$ cat config.mk
export PLATFORM = sky130hd
export DESIGN_NAME = c_source_token_scanner
export DESIGN_NICKNAME = d
export VERILOG_FILES = /design/src/hw/rtl/cst_pkg.sv /design/src/hw/rtl/c_source_token_scanner.sv /design/src/hw/rtl/cst_core.sv
export SDC_FILE = /design/constraint.sdc
export NUM_CORES = 1
export LEC_CHECK = 0
export BUFFER_PORTS_ARGS = -buffer_cell sky130_fd_sc_hd__buf_2
export CAP_MARGIN = 20
export CORE_ASPECT_RATIO = 2
export CORE_UTILIZATION = 54
export DETAILED_ROUTE_END_ITERATION = 10
export PLACE_DENSITY = 0.74
export SLEW_MARGIN = 20
export SYNTH_ARGS = -nofsm -noshare
export SYNTH_HDL_FRONTEND = slang
export SYNTH_SLANG_ARGS = --single-unit
$ cat constraint.sdc
create_clock -name clk -period 5.1 [get_ports clk]
set_input_delay 0.51 -clock clk [delete_from_list [all_inputs] [get_ports clk]]
set_output_delay 0.51 -clock clk [all_outputs]
set_load 0.01 [all_outputs]
$ cat src/hw/rtl/cst_pkg.sv
// Shared types, constants and character-class functions for the C source token scanner.
package cst_pkg;

    typedef enum logic [2:0] {
        MODE_IDLE      = 3'd0,
        MODE_IDENT     = 3'd1,
        MODE_NUMBER    = 3'd2,
        MODE_STRING    = 3'd3,
        MODE_PAIR      = 3'd4,
        MODE_DONE      = 3'd5,
        MODE_DIRECTIVE = 3'd6
    } scan_mode_t;

    localparam logic [2:0] CLASS_IDENT    = 3'd0;
    localparam logic [2:0] CLASS_NUMBER   = 3'd1;
    localparam logic [2:0] CLASS_STRING   = 3'd2;
    localparam logic [2:0] CLASS_OPERATOR = 3'd3;
    localparam logic [2:0] CLASS_PUNCT    = 3'd4;
    localparam logic [2:0] CLASS_NEWLINE  = 3'd5;
    localparam logic [2:0] CLASS_OTHER    = 3'd6;

    localparam logic [7:0] CH_QUOTE   = 8'h22;
    localparam logic [7:0] CH_HASH    = 8'h23;
    localparam logic [7:0] CH_UNDER   = 8'h5F;
    localparam logic [7:0] CH_DOT     = 8'h2E;
    localparam logic [7:0] CH_EQUAL   = 8'h3D;
    localparam logic [7:0] CH_PLUS    = 8'h2B;
    localparam logic [7:0] CH_MINUS   = 8'h2D;
    localparam logic [7:0] CH_AMP     = 8'h26;
    localparam logic [7:0] CH_BAR     = 8'h7C;
    localparam logic [7:0] CH_BANG    = 8'h21;
    localparam logic [7:0] CH_LT      = 8'h3C;
    localparam logic [7:0] CH_GT      = 8'h3E;
    localparam logic [7:0] CH_SLASH   = 8'h2F;
    localparam logic [7:0] CH_STAR    = 8'h2A;
    localparam logic [7:0] CH_PERCENT = 8'h25;
    localparam logic [7:0] CH_SPACE   = 8'h20;
    localparam logic [7:0] CH_TAB     = 8'h09;
    localparam logic [7:0] CH_NL      = 8'h0A;

    // Flags that go with one emitted token byte
    typedef struct packed {
        logic       unterminated;
        logic       first;
        logic       last;
        logic [2:0] tok_class;
    } tok_flags_t;

    function automatic logic is_alpha(input logic [7:0] b);
        return (b >= 8'h61 && b <= 8'h7A) || (b >= 8'h41 && b <= 8'h5A);
    endfunction

    function automatic logic is_digit(input logic [7:0] b);
        return b >= 8'h30 && b <= 8'h39;
    endfunction

    function automatic logic is_punct(input logic [7:0] b);
        return b >= 8'h21 && b <= 8'h7E && !is_alpha(b) && !is_digit(b);
    endfunction

    function automatic logic is_pair_head(input logic [7:0] b);
        return b == CH_EQUAL || b == CH_BANG || b == CH_AMP || b == CH_BAR ||
               b == CH_LT || b == CH_GT || b == CH_PLUS || b == CH_MINUS ||
               b == CH_SLASH || b == CH_STAR || b == CH_PERCENT;
    endfunction

    function automatic logic pairs_with(input logic [7:0] h, input logic [7:0] n);
        logic r;
        if (h == CH_AMP || h == CH_BAR)
            r = (n == h);
        else if (h == CH_PLUS || h == CH_MINUS)
            r = (n == CH_EQUAL) || (n == h);
        else
            r = (n == CH_EQUAL);
        return r;
    endfunction

endpackage

$ cat src/hw/rtl/c_source_token_scanner.sv
// Top level of the C source token scanner: stream ports and output register with skid stage.
//
// Input stream s_*: one source byte per transaction in s_tdata; s_tlast high marks end of
// input, which flushes the held byte (s_tdata is then ignored).
// Output stream m_*: one token byte per transaction. m_tdata carries the byte, the token's
// start row and start column; m_tuser carries class, first mark and unterminated flag;
// m_tlast marks the final byte of a token.
// Each byte is held until the next transaction shows whether its token continues, so a
// token byte enters the output or skid register when the transaction that follows it (or the
// end-of-input transaction) is taken. Spaces, tabs and directive lines produce no output.
// Throughput is one transaction per cycle while s_tready is high; the scanner state is
// registered and the result lands in the output register, or in the skid register.
// When m_tready is low, one more result is caught in the skid register; s_tready drops
// only while the skid register is full.
// Reset clears the hold, sets row and column to 1 and empties both output registers.
module c_source_token_scanner #(
    parameter int ROW_BITS = 16,
    parameter int COL_BITS = 12
) (
    input  logic                  clk,
    input  logic                  rst_n,
    input  logic                  s_tvalid,
    output logic                  s_tready,
    input  logic [7:0]            s_tdata,   // src_byte
    input  logic                  s_tlast,   // end_of_input
    output logic                  m_tvalid,
    input  logic                  m_tready,
    // tok_char, start_row, start_col, zero pad
    output logic [((8 + ROW_BITS + COL_BITS + 7) / 8) * 8 - 1:0] m_tdata,
    output logic                  m_tlast,   // last_of_token
    output logic [4:0]            m_tuser    // tok_class[2:0], first_of_token, unterminated
);

    localparam int OUT_W = ((8 + ROW_BITS + COL_BITS + 7) / 8) * 8;

    logic                 in_fire;
    logic                 res_valid;
    logic [7:0]           res_char;
    logic [ROW_BITS-1:0]  res_row;
    logic [COL_BITS-1:0]  res_col;
    cst_pkg::tok_flags_t  res_flags;
    logic [OUT_W-1:0]     new_data;
    logic [4:0]           new_user;

    logic                 out_valid_reg;
    logic [OUT_W-1:0]     out_data_reg;
    logic [4:0]           out_user_reg;
    logic                 out_last_reg;
    logic                 skid_valid_reg;
    logic [OUT_W-1:0]     skid_data_reg;
    logic [4:0]           skid_user_reg;
    logic                 skid_last_reg;
    logic                 out_load;

    assign s_tready = !skid_valid_reg;
    assign in_fire  = s_tvalid && s_tready;
    assign out_load = !out_valid_reg || m_tready;

    cst_core #(
        .ROW_BITS (ROW_BITS),
        .COL_BITS (COL_BITS)
    ) u_core (
        .clk       (clk),
        .rst_n     (rst_n),
        .in_fire   (in_fire),
        .in_byte   (s_tdata),
        .in_end    (s_tlast),
        .res_valid (res_valid),
        .res_char  (res_char),
        .res_row   (res_row),
        .res_col   (res_col),
        .res_flags (res_flags)
    );

    assign new_data = OUT_W'({res_col, res_row, res_char});
    assign new_user = {res_flags.unterminated, res_flags.first, res_flags.tok_class};

    always_ff @(posedge clk or negedge rst_n)
    begin
        if (!rst_n)
        begin
            out_valid_reg  <= 1'b0;
            skid_valid_reg <= 1'b0;
        end
        else
        begin
            if (out_load)
            begin
                // skid full means no transaction was taken this cycle
                out_valid_reg  <= skid_valid_reg || res_valid;
                skid_valid_reg <= 1'b0;
            end
            else if (res_valid)
                skid_valid_reg <= 1'b1;
        end
    end

    always_ff @(posedge clk)
    begin
        if (out_load)
        begin
            if (skid_valid_reg)
            begin
                out_data_reg <= skid_data_reg;
                out_user_reg <= skid_user_reg;
                out_last_reg <= skid_last_reg;
            end
            else
            begin
                out_data_reg <= new_data;
                out_user_reg <= new_user;
                out_last_reg <= res_flags.last;
            end
        end
        else if (res_valid)
        begin
            skid_data_reg <= new_data;
            skid_user_reg <= new_user;
            skid_last_reg <= res_flags.last;
        end
    end

    assign m_tvalid = out_valid_reg;
    assign m_tdata  = out_data_reg;
    assign m_tuser  = out_user_reg;
    assign m_tlast  = out_last_reg;

endmodule

$ cat src/hw/rtl/cst_core.sv
// Scanner state: one-byte hold, token mode, position counters and per-byte result.
module cst_core #(
    parameter int ROW_BITS = 16,
    parameter int COL_BITS = 12
) (
    input  logic                 clk,
    input  logic                 rst_n,
    input  logic                 in_fire,
    input  logic [7:0]           in_byte,
    input  logic                 in_end,
    output logic                 res_valid,
    output logic [7:0]           res_char,
    output logic [ROW_BITS-1:0]  res_row,
    output logic [COL_BITS-1:0]  res_col,
    output cst_pkg::tok_flags_t  res_flags
);

    logic [7:0]           held_byte_reg,  held_byte_next;
    logic                 held_valid_reg, held_valid_next;
    logic                 held_first_reg, held_first_next;
    cst_pkg::scan_mode_t  mode_reg,       mode_next;
    logic [2:0]           class_reg,      class_next;
    logic [ROW_BITS-1:0]  line_reg,       line_next;
    logic [COL_BITS-1:0]  col_reg,        col_next;
    logic [ROW_BITS-1:0]  tok_row_reg,    tok_row_next;
    logic [COL_BITS-1:0]  tok_col_reg,    tok_col_next;

    logic cont;

    always_comb
    begin
        case (mode_reg)
            cst_pkg::MODE_IDENT:
                cont = cst_pkg::is_alpha(in_byte) || cst_pkg::is_digit(in_byte) ||
                       in_byte == cst_pkg::CH_UNDER;
            cst_pkg::MODE_NUMBER:
                cont = cst_pkg::is_digit(in_byte) || in_byte == cst_pkg::CH_DOT;
            cst_pkg::MODE_STRING:
                cont = 1'b1;
            cst_pkg::MODE_PAIR:
                cont = cst_pkg::pairs_with(held_byte_reg, in_byte);
            default:
                cont = 1'b0;
        endcase
    end

    // Next state
    always_comb
    begin
        held_byte_next  = held_byte_reg;
        held_valid_next = held_valid_reg;
        held_first_next = held_first_reg;
        mode_next       = mode_reg;
        class_next      = class_reg;
        line_next       = line_reg;
        col_next        = col_reg;
        tok_row_next    = tok_row_reg;
        tok_col_next    = tok_col_reg;
        if (in_fire)
        begin
            if (in_end)
            begin
                held_valid_next = 1'b0;
                held_first_next = 1'b0;
                mode_next       = cst_pkg::MODE_IDLE;
            end
            else
            begin
                if (held_valid_reg && cont)
                begin
                    held_byte_next  = in_byte;
                    held_first_next = 1'b0;
                    if (mode_reg == cst_pkg::MODE_PAIR ||
                        (mode_reg == cst_pkg::MODE_STRING && in_byte == cst_pkg::CH_QUOTE))
                        mode_next = cst_pkg::MODE_DONE;
                end
                else if (mode_reg == cst_pkg::MODE_DIRECTIVE && !held_valid_reg)
                begin
                    if (in_byte == cst_pkg::CH_NL)
                        mode_next = cst_pkg::MODE_IDLE;
                end
                else
                begin
                    held_valid_next = 1'b0;
                    if (in_byte == cst_pkg::CH_HASH)
                        mode_next = cst_pkg::MODE_DIRECTIVE;
                    else if (in_byte == cst_pkg::CH_SPACE || in_byte == cst_pkg::CH_TAB)
                        mode_next = cst_pkg::MODE_IDLE;
                    else
                    begin
                        held_byte_next  = in_byte;
                        held_valid_next = 1'b1;
                        held_first_next = 1'b1;
                        tok_row_next    = line_reg;
                        tok_col_next    = col_reg;
                        class_next      = cst_pkg::CLASS_OTHER;
                        mode_next       = cst_pkg::MODE_DONE;
                        if (in_byte == cst_pkg::CH_QUOTE)
                        begin
                            class_next = cst_pkg::CLASS_STRING;
                            mode_next  = cst_pkg::MODE_STRING;
                        end
                        else if (in_byte == cst_pkg::CH_NL)
                            class_next = cst_pkg::CLASS_NEWLINE;
                        else if (cst_pkg::is_pair_head(in_byte))
                        begin
                            class_next = cst_pkg::CLASS_OPERATOR;
                            mode_next  = cst_pkg::MODE_PAIR;
                        end
                        else if (cst_pkg::is_alpha(in_byte) || in_byte == cst_pkg::CH_UNDER)
                        begin
                            class_next = cst_pkg::CLASS_IDENT;
                            mode_next  = cst_pkg::MODE_IDENT;
                        end
                        else if (cst_pkg::is_digit(in_byte))
                        begin
                            class_next = cst_pkg::CLASS_NUMBER;
                            mode_next  = cst_pkg::MODE_NUMBER;
                        end
                        else if (cst_pkg::is_punct(in_byte))
                            class_next = cst_pkg::CLASS_PUNCT;
                    end
                end
                // saturating position of the next byte
                if (in_byte == cst_pkg::CH_NL)
                begin
                    if (line_reg != {ROW_BITS{1'b1}})
                        line_next = line_reg + ROW_BITS'(1);
                    col_next = COL_BITS'(1);
                end
                else if (col_reg != {COL_BITS{1'b1}})
                    col_next = col_reg + COL_BITS'(1);
            end
        end
    end

    // Outputs: the held byte leaves when any byte or the end marker arrives
    always_comb
    begin
        res_valid              = in_fire && held_valid_reg;
        res_char               = held_byte_reg;
        res_row                = tok_row_reg;
        res_col                = tok_col_reg;
        res_flags.tok_class    = class_reg;
        res_flags.first        = held_first_reg;
        res_flags.last         = in_end || !cont;
        res_flags.unterminated = in_end && mode_reg == cst_pkg::MODE_STRING;
    end

    always_ff @(posedge clk or negedge rst_n)
    begin
        if (!rst_n)
        begin
            held_byte_reg  <= 8'h00;
            held_valid_reg <= 1'b0;
            held_first_reg <= 1'b0;
            mode_reg       <= cst_pkg::MODE_IDLE;
            class_reg      <= cst_pkg::CLASS_IDENT;
            line_reg       <= ROW_BITS'(1);
            col_reg        <= COL_BITS'(1);
            tok_row_reg    <= ROW_BITS'(1);
            tok_col_reg    <= COL_BITS'(1);
        end
        else
        begin
            held_byte_reg  <= held_byte_next;
            held_valid_reg <= held_valid_next;
            held_first_reg <= held_first_next;
            mode_reg       <= mode_next;
            class_reg      <= class_next;
            line_reg       <= line_next;
            col_reg        <= col_next;
            tok_row_reg    <= tok_row_next;
            tok_col_reg    <= tok_col_next;
        end
    end

endmodule

; Yosys cells after proc, flatten, opt, wreduce, memory -nomap -nowiden
; Cells that the tools add are included.
[classes]
n_bitwise = 6
reduce_logical = 51
eq_ne = 40
mux = 42
n_addsub = 2
order_cmp = 8
[ops]
columns = op, count
row1 = $eq 8x6->1 const B, 17
row2 = $mux 3, 17
row3 = $mux 36, 1
row4 = $mux 8, 4
row5 = $eq 8x7->1 const B, 3
row6 = $le 8x7->1 const B, 3
row7 = $mux 12, 2
row8 = $logic_or 1x1->1, 23
row9 = $add 16x1->16 const B, 1
row10 = $eq 8x4->1 const B, 2
row11 = $ge 8x6->1 const B, 2
row12 = $ge 8x7->1 const B, 2
row13 = $ne 16x16->1 const B, 1
row14 = $mux 1, 15
row15 = $add 12x1->12 const B, 1
row16 = $logic_and 1x1->1, 12
row17 = $ne 12x12->1 const B, 1
row18 = $ne 3x2->1 const B, 3
row19 = $reduce_and 3->1, 3
row20 = $eq 8x8->1, 1
row21 = $le 8x6->1 const B, 1
row22 = $reduce_and 4->1, 2
row23 = $eq 3x2->1 const B, 2
row24 = $eq 3x3->1 const B, 2
row25 = 14 further kinds, 28
[word_totals]
reg_bits = 158
output_inout_bits = 48
wordCells = 166
inputBits = 13

; Depth between registers and ports, before layout
; Gate-level depths: netlist of run 1.
[logic_depth]
ltp_word = 19
depth_mapped = 9
ltp_nobuf = 7

; Modules after synthesis
; A second synthesis of run 1 with hierarchy kept.
[hier_totals]
cells_unflattened = 483
area_unflattened_um2 = 7180.6
[by_module_without_submodules]
columns = mod, cells_each, n_inst, area_per_inst_um2
row1 = cst_core, 337, 1, 3841.2
row2 = c_source_token_scanner, 146, 1, 3339.5

; Worst setup path after synthesis of run 1
; OpenSTA, ideal clock, no wires.
[synth_timing]
kind = input port to flip-flop
start = input m_tready
end = register skid_data_reg[0] (enable)
stages = 2
path_buffers = 0
slack_ns = -0.021
t_arrival_ns = 4.628
path_cell_list = nand2b_1 -> nor3_1
[synth_between]
elab_chain_cells = 3
[synth_rtl]
columns = element, line_no
row1 = start: declaration, c_source_token_scanner.sv:27  ; input logic m_tready,
row2 = $logic_or 1x1->1, c_source_token_scanner.sv:57  ; assign out_load = !out_valid_reg || m_tready;
row3 = $not 1->1 (no line), -
row4 = $reduce_and 2->1 (no line), -
row5 = end signal: assignment, c_source_token_scanner.sv:117  ; skid_data_reg <= new_data;
row6 = end: declaration, c_source_token_scanner.sv:50  ; logic [OUT_W-1:0] skid_data_reg;
; No other way between the ends.
; A chain may end at the register's enable or synchronous reset.

; Final worst setup path of run 1
[layout_timing]
start = register skid_valid_reg
end = register u_core.line_reg[12]
[layout_between]
elab_chain_cells = 3
[layout_rtl]
columns = element, line_no
row1 = start: declaration, c_source_token_scanner.sv:49  ; logic skid_valid_reg;
row2 = start signal: assignment, c_source_token_scanner.sv:83  ; skid_valid_reg <= 1'b0;
row3 = start signal: assignment, c_source_token_scanner.sv:91  ; skid_valid_reg <= 1'b0;
row4 = start signal: assignment, c_source_token_scanner.sv:94  ; skid_valid_reg <= 1'b1;
row5 = $logic_not 1->1, c_source_token_scanner.sv:55  ; assign s_tready = !skid_valid_reg;
row6 = $logic_and 1x1->1, c_source_token_scanner.sv:56  ; assign in_fire = s_tvalid && s_tready;
row7 = $reduce_and 4->1 (no line), -
row8 = end signal: assignment, cst_core.sv:171  ; line_reg <= line_next;
row9 = end: declaration, cst_core.sv:23  ; logic [ROW_BITS-1:0] line_reg, line_next;
; No other way between the ends.

==> impl_metrics.yaml, run 1 <==
grt:
  antenna_found_initial: 0
  grt_pass1_vias: 4246
  grt_overflow: 0
  grt_max_degree: 75
  track_usage_pct: 21.6
  grt_pass1_wl_um: 21200
floorplanning:
  initial_utilization_pct: 55.5
  num_rows: 58
  die_h_um: 163
  die_area_um2: 13400
  die_width_um: 82.3
  io_pins: 61
  core-area_um2: 12600
sta:
  rsz0062_at_grt: "false"
  max_freq_mhz: 291
  hold_viol: 0
  fin_tns_setup_ns: 0
  fin_crit_sh_pct: 67.4
  slew_viol_final: 0
  clock_skew_ns: 0.00770
  worst_pin_slew_ns: 1.06
  fin_crit_ns: 3.44
  setup_viol: 0
  slew-limit-headroom_pct: 29.5
clock_tree:
  cts_hold_buf: 0
  tritoncts: "yes"
  clk_pin_slew_ns: 0.06
  clock_path_buffers: 2
  post_cts_resized: 0
  post-cts-setup-buffers: 0
  root_buffer: "clkbuf_16"
  clock_latency_ns: 0.43
  cts.sinks: 158
  cts_inserted_buffers: 17
  cts_max_level: 4
yosys:
  yosys_most_used_dff: "edfxtp_1"
  synth_enable_flop_cells: 84
  synth_area_leader_cell: "edfxtp_1"
  synth_top_area_share_pct: 36.2
  ys_seq_area_share_pct: 62.8
  syn_area_um2: 6970
  synth-async-reset-ratio_pct: 46.8
  ys_types: 58
  synth_seq_cells: 158
  synth.area.top_cells: "edfxtp_1, dfrtp_1, mux2_2, mux2_4, xnor2_1"
  postSynthAreaPerCell_um2: 14.4
  postSynthCellCount: 484
  synth-warning-count: 0
power_and_ir_drop:
  max-vdd-ir-drop_mv: 0.244
  cellPowerDensity_nw_per_um2: 412
  p_leak_nw: 3.32
detailed_routing:
  drc_errors: 0
  postRouteAntennaNets: 0
  drt_iter0_markers: 314
  vias: 4187
  wirelength_um: 12900
  wl_per_cell_um: 18.3
  first_pass_iters: 5
  routed_via_density: 5.93
worst_setup_path:
  crit_path_end_kind: "flop"
  path_max_fanout: 48
  worstPathArrival_ns: 3.74
  crit_type: "flop to flop"
  cp_data_required_time_ns: 5.40
  crit_path_start_kind: "flop"
layout:
  drive_gt1_share_pct: 33.3
  nFillCells: 921
  finalInstanceArea_um2: 7960
  final_cell_mix: "edfxtp_1, dfrtp_1, buf_2"
  num-nets-final: 558
  mostFrequentLayoutCell: "edfxtp_1"
  area_growth_pct: 14.2
  diodes: 0
placed_design:
  dpl.hpwl_um: 8580
  placed_cell_area_um2: 7350
  portBuffers: 56
  routabilityCongestion: 0.969
run:
  maxCapViolCount: 0
status:
  status: "complete, no violations"
worst_hold_path:
  hp-class: "input pin to async pin"
## worst paths after layout
check / slack (ns) / to / cells after the start / start
min in group clk: 0.42 / m_tvalid / 3 / s_tvalid
max in group asynchronous: 4.12 / skid_valid_reg / 2 / rst_n
max reg2reg: 1.66 / u_core.line_reg[12] / 6 / skid_valid_reg
min reg2reg: 0.47 / skid_data_reg[32] / 0 / u_core.res_col[8]
max: 1.66 / u_core.line_reg[12] / 6 / skid_valid_reg
min: 0.28 / u_core.res_char[6] / 2 / rst_n
## area by class of cell
cell class                 count  area (µm²)  area share, %
clock inverter                15         180           2.26
timing repair buffer          59         303           3.81
tap                          150         188           2.36
inverter                       8        30.0          0.377
clock buffer                  17         425           5.35
sequential                   158        4380           55.0
multi-input combinational    299        2450           30.8
## critical path, stage by stage (launching register included)
cell     delay [ns]
dfrtp_2        0.77
or3b_2         0.66
nor3_2         0.74
o31a_1         0.50
and3_1         0.32
nand4_1        0.14
xnor2_1        0.15
## logic make-up (layout without fill, tap and decap cells)
| logic type | Yosys count | in the layout | synth area share [%] |
|---|---|---|---|
| flip-flops | 158 | 158 | 62.8 |
| AND/OR/NAND/NOR | 130 | 130 | 10.5 |
| multiplexers | 83 | 83 | 15.0 |
| AO/OA/AOI/OAI | 48 | 48 | 4.90 |
| XOR/XNOR | 31 | 31 | 3.90 |
| buffers and inverters | 30 | 99 | 2.26 |
| adder cells (fa/ha/maj) | 3 | 3 | 0.503 |
| other | 1 | 4 | 0.0538 |
## per-stage QoR
step	total power [mW]	util (%)	cells	setup slack (ns)	hold WS (ns)
2_1_floorplan	1.88	-	487	0.0508	0.214
4_1_cts	3.30	63.4	706	1.66	0.330
5_1_grt	3.40	63.4	706	1.40	0.363
3_3_place_gp	2.01	58.6	674	1.87	0.458
3_5_place_dp	2.03	58.6	674	1.71	0.460
6_report	3.28	63.4	706	1.66	0.277
## power breakdown
| part | internal (mW) | leakage (nW) | switching [mW] |
|---|---|---|---|
| clock | 0.738 | 0.291 | 0.539 |
| sequential | 1.52 | 1.78 | 0.0964 |
| combinational | 0.185 | 1.26 | 0.197 |
## Yosys cell counts (4+ instances only)
cell      number
o21ai_0        8
a21oi_1       11
xor2_1        14
nor2_1        20
edfxtp_1      84
and4_1         4
inv_1          8
nand3_1       11
and3_1         6
nor4_1         6
nand2b_1       6
mux2_4        30
xnor2_1       17
or3_1          4
dfstp_2        4
and2_1         4
nor2b_1        4
buf_4          4
nand2_1       26
clkbuf_1       9
dfrtp_1       70
nor3_1         6
mux2_2        52
buf_2          5
a31oi_1        4
nand4_1       16
o31ai_1        4
## routing by layer
layer / up-vias / share of wire [%] / GRT usage, %
li1: 1937 / - / -
met1: 2076 / 37 / 23.7
met2: 137 / 56 / 37.5
met3: 37 / 3.7 / 4.71
met4: 0 / 3.6 / 12.0
met5: - / 0 / 0
No activity file was read; power rests on OpenSTA's default activity.
==> run 2: changes to the inputs <==
clock period = 3.1 ns   (was 5.1 ns; I/O delays follow)
==> run 2 against run 1 <==
Final cell count up 0.71%. Non-clock buffer count up 5. Combinational power up 68%. Power up 68%. Clock skew up 0.0048 ns. Maximum frequency up 25%. Sequential share of layout area down 0.60 points. Register-to-register slack worse by 1.3 ns. Clock-buffer cell count up 1. First-iteration DRC count unchanged. Largest cell class unchanged. Global-route usage up 0.37 points. Routed wire length up 2.8%.
==> impl_metrics.yaml, run 2 (synthesis results as in run 1) <==
clock_tree:
  root_buffer: "clkbuf_16"
  cts_max_level: 4
  clock_latency_ns: 0.42
  clk_pin_slew_ns: 0.07
  cts_inserted_buffers: 17
  post-cts-setup-buffers: 0
  tritoncts: "yes"
  post_cts_resized: 0
  clock_path_buffers: 2
  cts.sinks: 158
  cts_hold_buf: 0
layout:
  final_cell_mix: "edfxtp_1, dfrtp_1, buf_2"
  area_growth_pct: 15.4
  drive_gt1_share_pct: 33.7
  num-nets-final: 563
  diodes: 0
  multiInputGateArea_um2: 2460
  mostFrequentLayoutCell: "edfxtp_1"
  area.sequential_um2: 4380
  nFillCells: 948
detailed_routing:
  wl_per_cell_um: 18.7
  routed_via_density: 5.91
  vias: 4205
  drt_iter0_markers: 314
  drc_errors: 0
  wirelength_um: 13300
  postRouteAntennaNets: 0
  first_pass_iters: 5
floorplanning:
  core-area_um2: 12600
  die_width_um: 82.3
  die_h_um: 163
  num_rows: 58
  initial_utilization_pct: 55.5
  die_area_um2: 13400
  io_pins: 61
sta:
  fin_crit_sh_pct: 88.9
  hold_viol: 0
  max_freq_mhz: 363
  worst_pin_slew_ns: 0.941
  rsz0062_at_grt: "false"
  slew_viol_final: 0
  worst_slack_ns: 0.345
  slew-limit-headroom_pct: 37.3
  fin_crit_ns: 2.75
  clock_skew_ns: 0.0125
  setup_viol: 0
  fin_tns_setup_ns: 0
power_and_ir_drop:
  p_int_mw: 4.11
  p_comb_share_pct: 11.7
  p_leak_nw: 3.37
  cellPowerDensity_nw_per_um2: 684
  pwr-share-seq_pct: 48.4
  switching_share_pct: 25.3
  p_sw_mw: 1.39
  max-vdd-ir-drop_mv: 0.386
  pwr-share-clk_pct: 39.9
worst_setup_path:
  crit_end: "u_core.res_col[1]"
  r2r-end: "u_core.res_col[1]"
  cp_data_required_time_ns: 3.40
  crit_path_start_kind: "flop"
  crit_path_end_kind: "flop"
  crit_type: "flop to flop"
  r2r_slack_ns: 0.35
  cp-startpoint: "u_core.res_char[3]"
  path_max_fanout: 12
  timing.rr.start: "u_core.res_char[3]"
  worstPathArrival_ns: 3.06
  reg2reg_depth: 7
placed_design:
  portBuffers: 56
  dpl.hpwl_um: 9120
  routabilityCongestion: 0.980
  dp_slack_ns: 0.279
grt:
  grt_pass1_wl_um: 21600
  grt_overflow: 0
  track_usage_pct: 22.0
  antenna_found_initial: 0
  grt_max_degree: 75
  grt_pass1_vias: 4227
worst_hold_path:
  hp-class: "input pin to async pin"
status:
  status: "complete, no violations"
run:
  maxCapViolCount: 0
run 2: worst min path at each step:
stage          slack (ns)              start                 end  cells past startpoint
2_1_floorplan        0.01              rst_n            m_tvalid                      0
3_3_place_gp         0.46  u_core.res_col[8]   skid_data_reg[32]                      0
3_5_place_dp         0.47  u_core.res_col[6]   skid_data_reg[30]                      0
4_1_cts              0.15              rst_n   u_core.res_col[7]                      2
5_1_grt              0.19              rst_n  u_core.res_char[7]                      2
6_report             0.11              rst_n  u_core.res_char[7]                      2
run 2: layer usage:
metal / routed length [µm] / track usage [%]
met4: 432 / 11.7
met5: 0 / 0
met3: 441 / 4.09
met2: 7350 / 38.2
met1: 5070 / 24.7
run 2: power groups by stage:
stage / Clock, mW / Combinational, mW / Sequential (mW)
final: 2.20 / 0.642 / 2.66
after global routing: 2.32 / 0.703 / 2.69
after CTS: 2.23 / 0.651 / 2.66
after detailed placement: 0 / 0.648 / 2.71
after global placement: 0 / 0.633 / 2.69
after floorplan: 0 / 0.380 / 2.72
run 2: critical path, cell delays in order, from the launching register on:
cell       delay, ns
dfrtp_1         0.45
or4b_1          0.57
a211oi_1        0.27
o2111ai_1       0.17
a211o_1         0.39
nand3b_4        0.24
buf_4           0.23
mux2_4          0.31
run 2: per-stage QoR:
step	cells	hold WS [ns]	util (%)	cell area [µm²]	total power, mW
after floorplan	487	0.0144	-	6990	3.10
after global placement	679	0.463	59.1	7420	3.33
after detailed placement	679	0.469	59.1	7420	3.35
after CTS	711	0.147	64.1	8050	5.55
after global routing	711	0.188	64.1	8050	5.72
final	711	0.108	64.1	8050	5.50
run 2: layout make-up:
cell class,count,area share (%)
multi-input combinational,299,30.5
inverter,8,0.373
sequential,158,54.4
clock buffer,18,5.33
tap,150,2.33
timing repair buffer,64,4.54
clock inverter,14,2.43
==> run 3: changes to the inputs <==
CORE_UTILIZATION = 56   (was 54)
CTS_BUF_LIST = sky130_fd_sc_hd__clkbuf_4   (was not set)
MAX_ROUTING_LAYER = met4   (was not set)
PLACE_DENSITY = 0.77   (was 0.74)
==> run 3 against run 2 <==
Via count rose by 0.81%. Largest power group unchanged. Power is 15% lower. Critical path depth stayed put. Clock skew rose by 0.018 ns. Setup slack got worse by 0.036 ns. Utilization grew 0.30 points. Clock power shrank 37%. Design area down 3.0%. Sequential share of layout area rose by 1.7 points. Final cell count up 0.84%. Non-clock buffer count up 8. Flip-flop and latch count unchanged. Critical path type unchanged.
==> impl_metrics.yaml, run 3 (synthesis results as in run 1) <==
power_and_ir_drop:
  p_sw_mw: 1.30
  max-vdd-ir-drop_mv: 0.397
  p_int_mw: 3.40
  p_leak_nw: 3.28
  pwr-share-seq_pct: 56.5
  pwr-share-clk_pct: 29.3
  cellPowerDensity_nw_per_um2: 602
  switching_share_pct: 27.7
  p_comb_share_pct: 14.3
sta:
  slew_viol_final: 0
  fin_tns_setup_ns: 0
  fin_crit_ns: 2.79
  clock_skew_ns: 0.0305
  hold_viol: 0
  setup_viol: 0
  slew-limit-headroom_pct: 39.8
  worst_pin_slew_ns: 0.895
  fin_crit_sh_pct: 90.0
  max_freq_mhz: 358
  rsz0062_at_grt: "false"
worst_setup_path:
  crit_path_start_kind: "flop"
  cp_slowest_cell: "or4b_1"
  r2r_slack_ns: 0.31
  path_buf_inv: 1
  crit_type: "flop to flop"
  slowest_delay_ns: 0.57
  cp_data_required_time_ns: 3.52
  path_max_fanout: 19
  cp_top_family: "simple AND/OR/NAND/NOR gates"
  path_cells: "or4b_1, a211oi_1, o2111ai_1, a211o_1, nand3b_4, buf_12, mux2_4"
  worstPathArrival_ns: 3.21
  crit_path_end_kind: "flop"
layout:
  utilization_pct: 64.4
  num-nets-final: 571
  final_cells: 717
  area_growth_pct: 12.0
  drive_gt1_share_pct: 34.4
  final_cell_mix: "edfxtp_1, dfrtp_1, buf_2"
  mostFrequentLayoutCell: "edfxtp_1"
clock_tree:
  cts_inserted_buffers: 17
  clock_path_buffers: 2
  cts.sinks: 158
  root_buffer: "clkbuf_4"
  post-cts-setup-buffers: 0
  cts_max_level: 4
  clk_pin_slew_ns: 0.16
  cts_hold_buf: 1
  post_cts_resized: 0
  tritoncts: "yes"
  clock_latency_ns: 0.54
placed_design:
  portBuffers: 56
  routabilityCongestion: 0.899
  post-place-cells: 683
  dpl.hpwl_um: 9460
grt:
  grt_pass1_wl_um: 22200
  grt_pass1_vias: 4463
  antenna_found_initial: 1
  grt_max_degree: 45
  grt_overflow: 0
  track_usage_pct: 24.0
detailed_routing:
  wl_per_cell_um: 19.0
  first_pass_iters: 5
  drc_errors: 0
  drt_iter0_markers: 233
  postRouteAntennaNets: 0
  top_layer_used: "met4"
  routed_via_density: 5.91
  wirelength_um: 13600
  wl_met3_um: 387
  dr_wl_met2_um: 7530
  wl_met1_um: 5090
  vias: 4239
worst_hold_path:
  hp-class: "input pin to flop"
floorplanning:
  die_area_um2: 12900
  initial_utilization_pct: 57.5
  num_rows: 57
  core-area_um2: 12100
  io_pins: 61
  die_h_um: 160
  die_width_um: 80.9
run:
  maxCapViolCount: 0
status:
  status: "complete, no violations"
run 3: cell count changes in the layout (fill, tap and decap cells not counted), sizes merged:
cell         previous run  this run
buf                    64        71
clkinv                  0         2
clkbuf                 18        17
clkinvlp                3         2
diode                   0         1
dlygate4sd3             0         1
run 3: routing by layer:
layer	vias up	GRT usage (%)
li1	1959	-
met3	51	4.51
met5	-	-
met2	132	40.1
met4	0	14.2
met1	2097	25.5
run 3: worst reg2reg max path: stages, from the launching register on:
cell,delay [ns]
dfrtp_1,0.48
or4b_1,0.57
a211oi_1,0.25
o2111ai_1,0.17
a211o_1,0.39
nand3b_4,0.26
buf_12,0.24
mux2_4,0.32
run 3: power by group through the flow:
stage | Combinational, mW | Clock [mW] | Sequential [mW]
final | 0.670 | 1.38 | 2.66
after global routing | 0.727 | 1.49 | 2.69
after CTS | 0.679 | 1.41 | 2.65
after detailed placement | 0.668 | 0 | 2.70
after global placement | 0.649 | 0 | 2.69
after floorplan | 0.380 | 0 | 2.72
run 3: layout make-up:
type                    count  area, µm²
flip-flops and latches    158       4380
clock buffers              17        128
inverters                   8       30.0
fillers                   919       4320
diodes                      1       2.50
clock inverters            15        196
multi-input cells         299       2460
repair buffers             72        428
well taps                 147        184
run 3: final timing paths:
path | from | to | depth (start not counted)
max in group asynchronous | rst_n | u_core.res_row[0] | 3
min in group asynchronous | rst_n | u_core.res_col[6] | 2
worst max-delay path | u_core.res_char[3] | u_core.class_reg[0] | 7
worst max register to register | u_core.res_char[3] | u_core.class_reg[0] | 7
worst min-delay path | s_tdata[7] | u_core.res_char[7] | 2
worst min register to register | u_core.res_char[5] | skid_data_reg[5] | 0
run 3: stage by stage:
step                area, µm²  worst slack, ns  power [mW]  hold WS (ns)
finish                   7810            0.310        4.70         0.111
global route             7810            0.178        4.91        0.0661
CTS                      7800            0.314        4.74        0.0810
detailed placement       7470            0.336        3.37         0.409
global placement         7470            0.407        3.34         0.394
floorplan                6990            0.598        3.10        0.0144
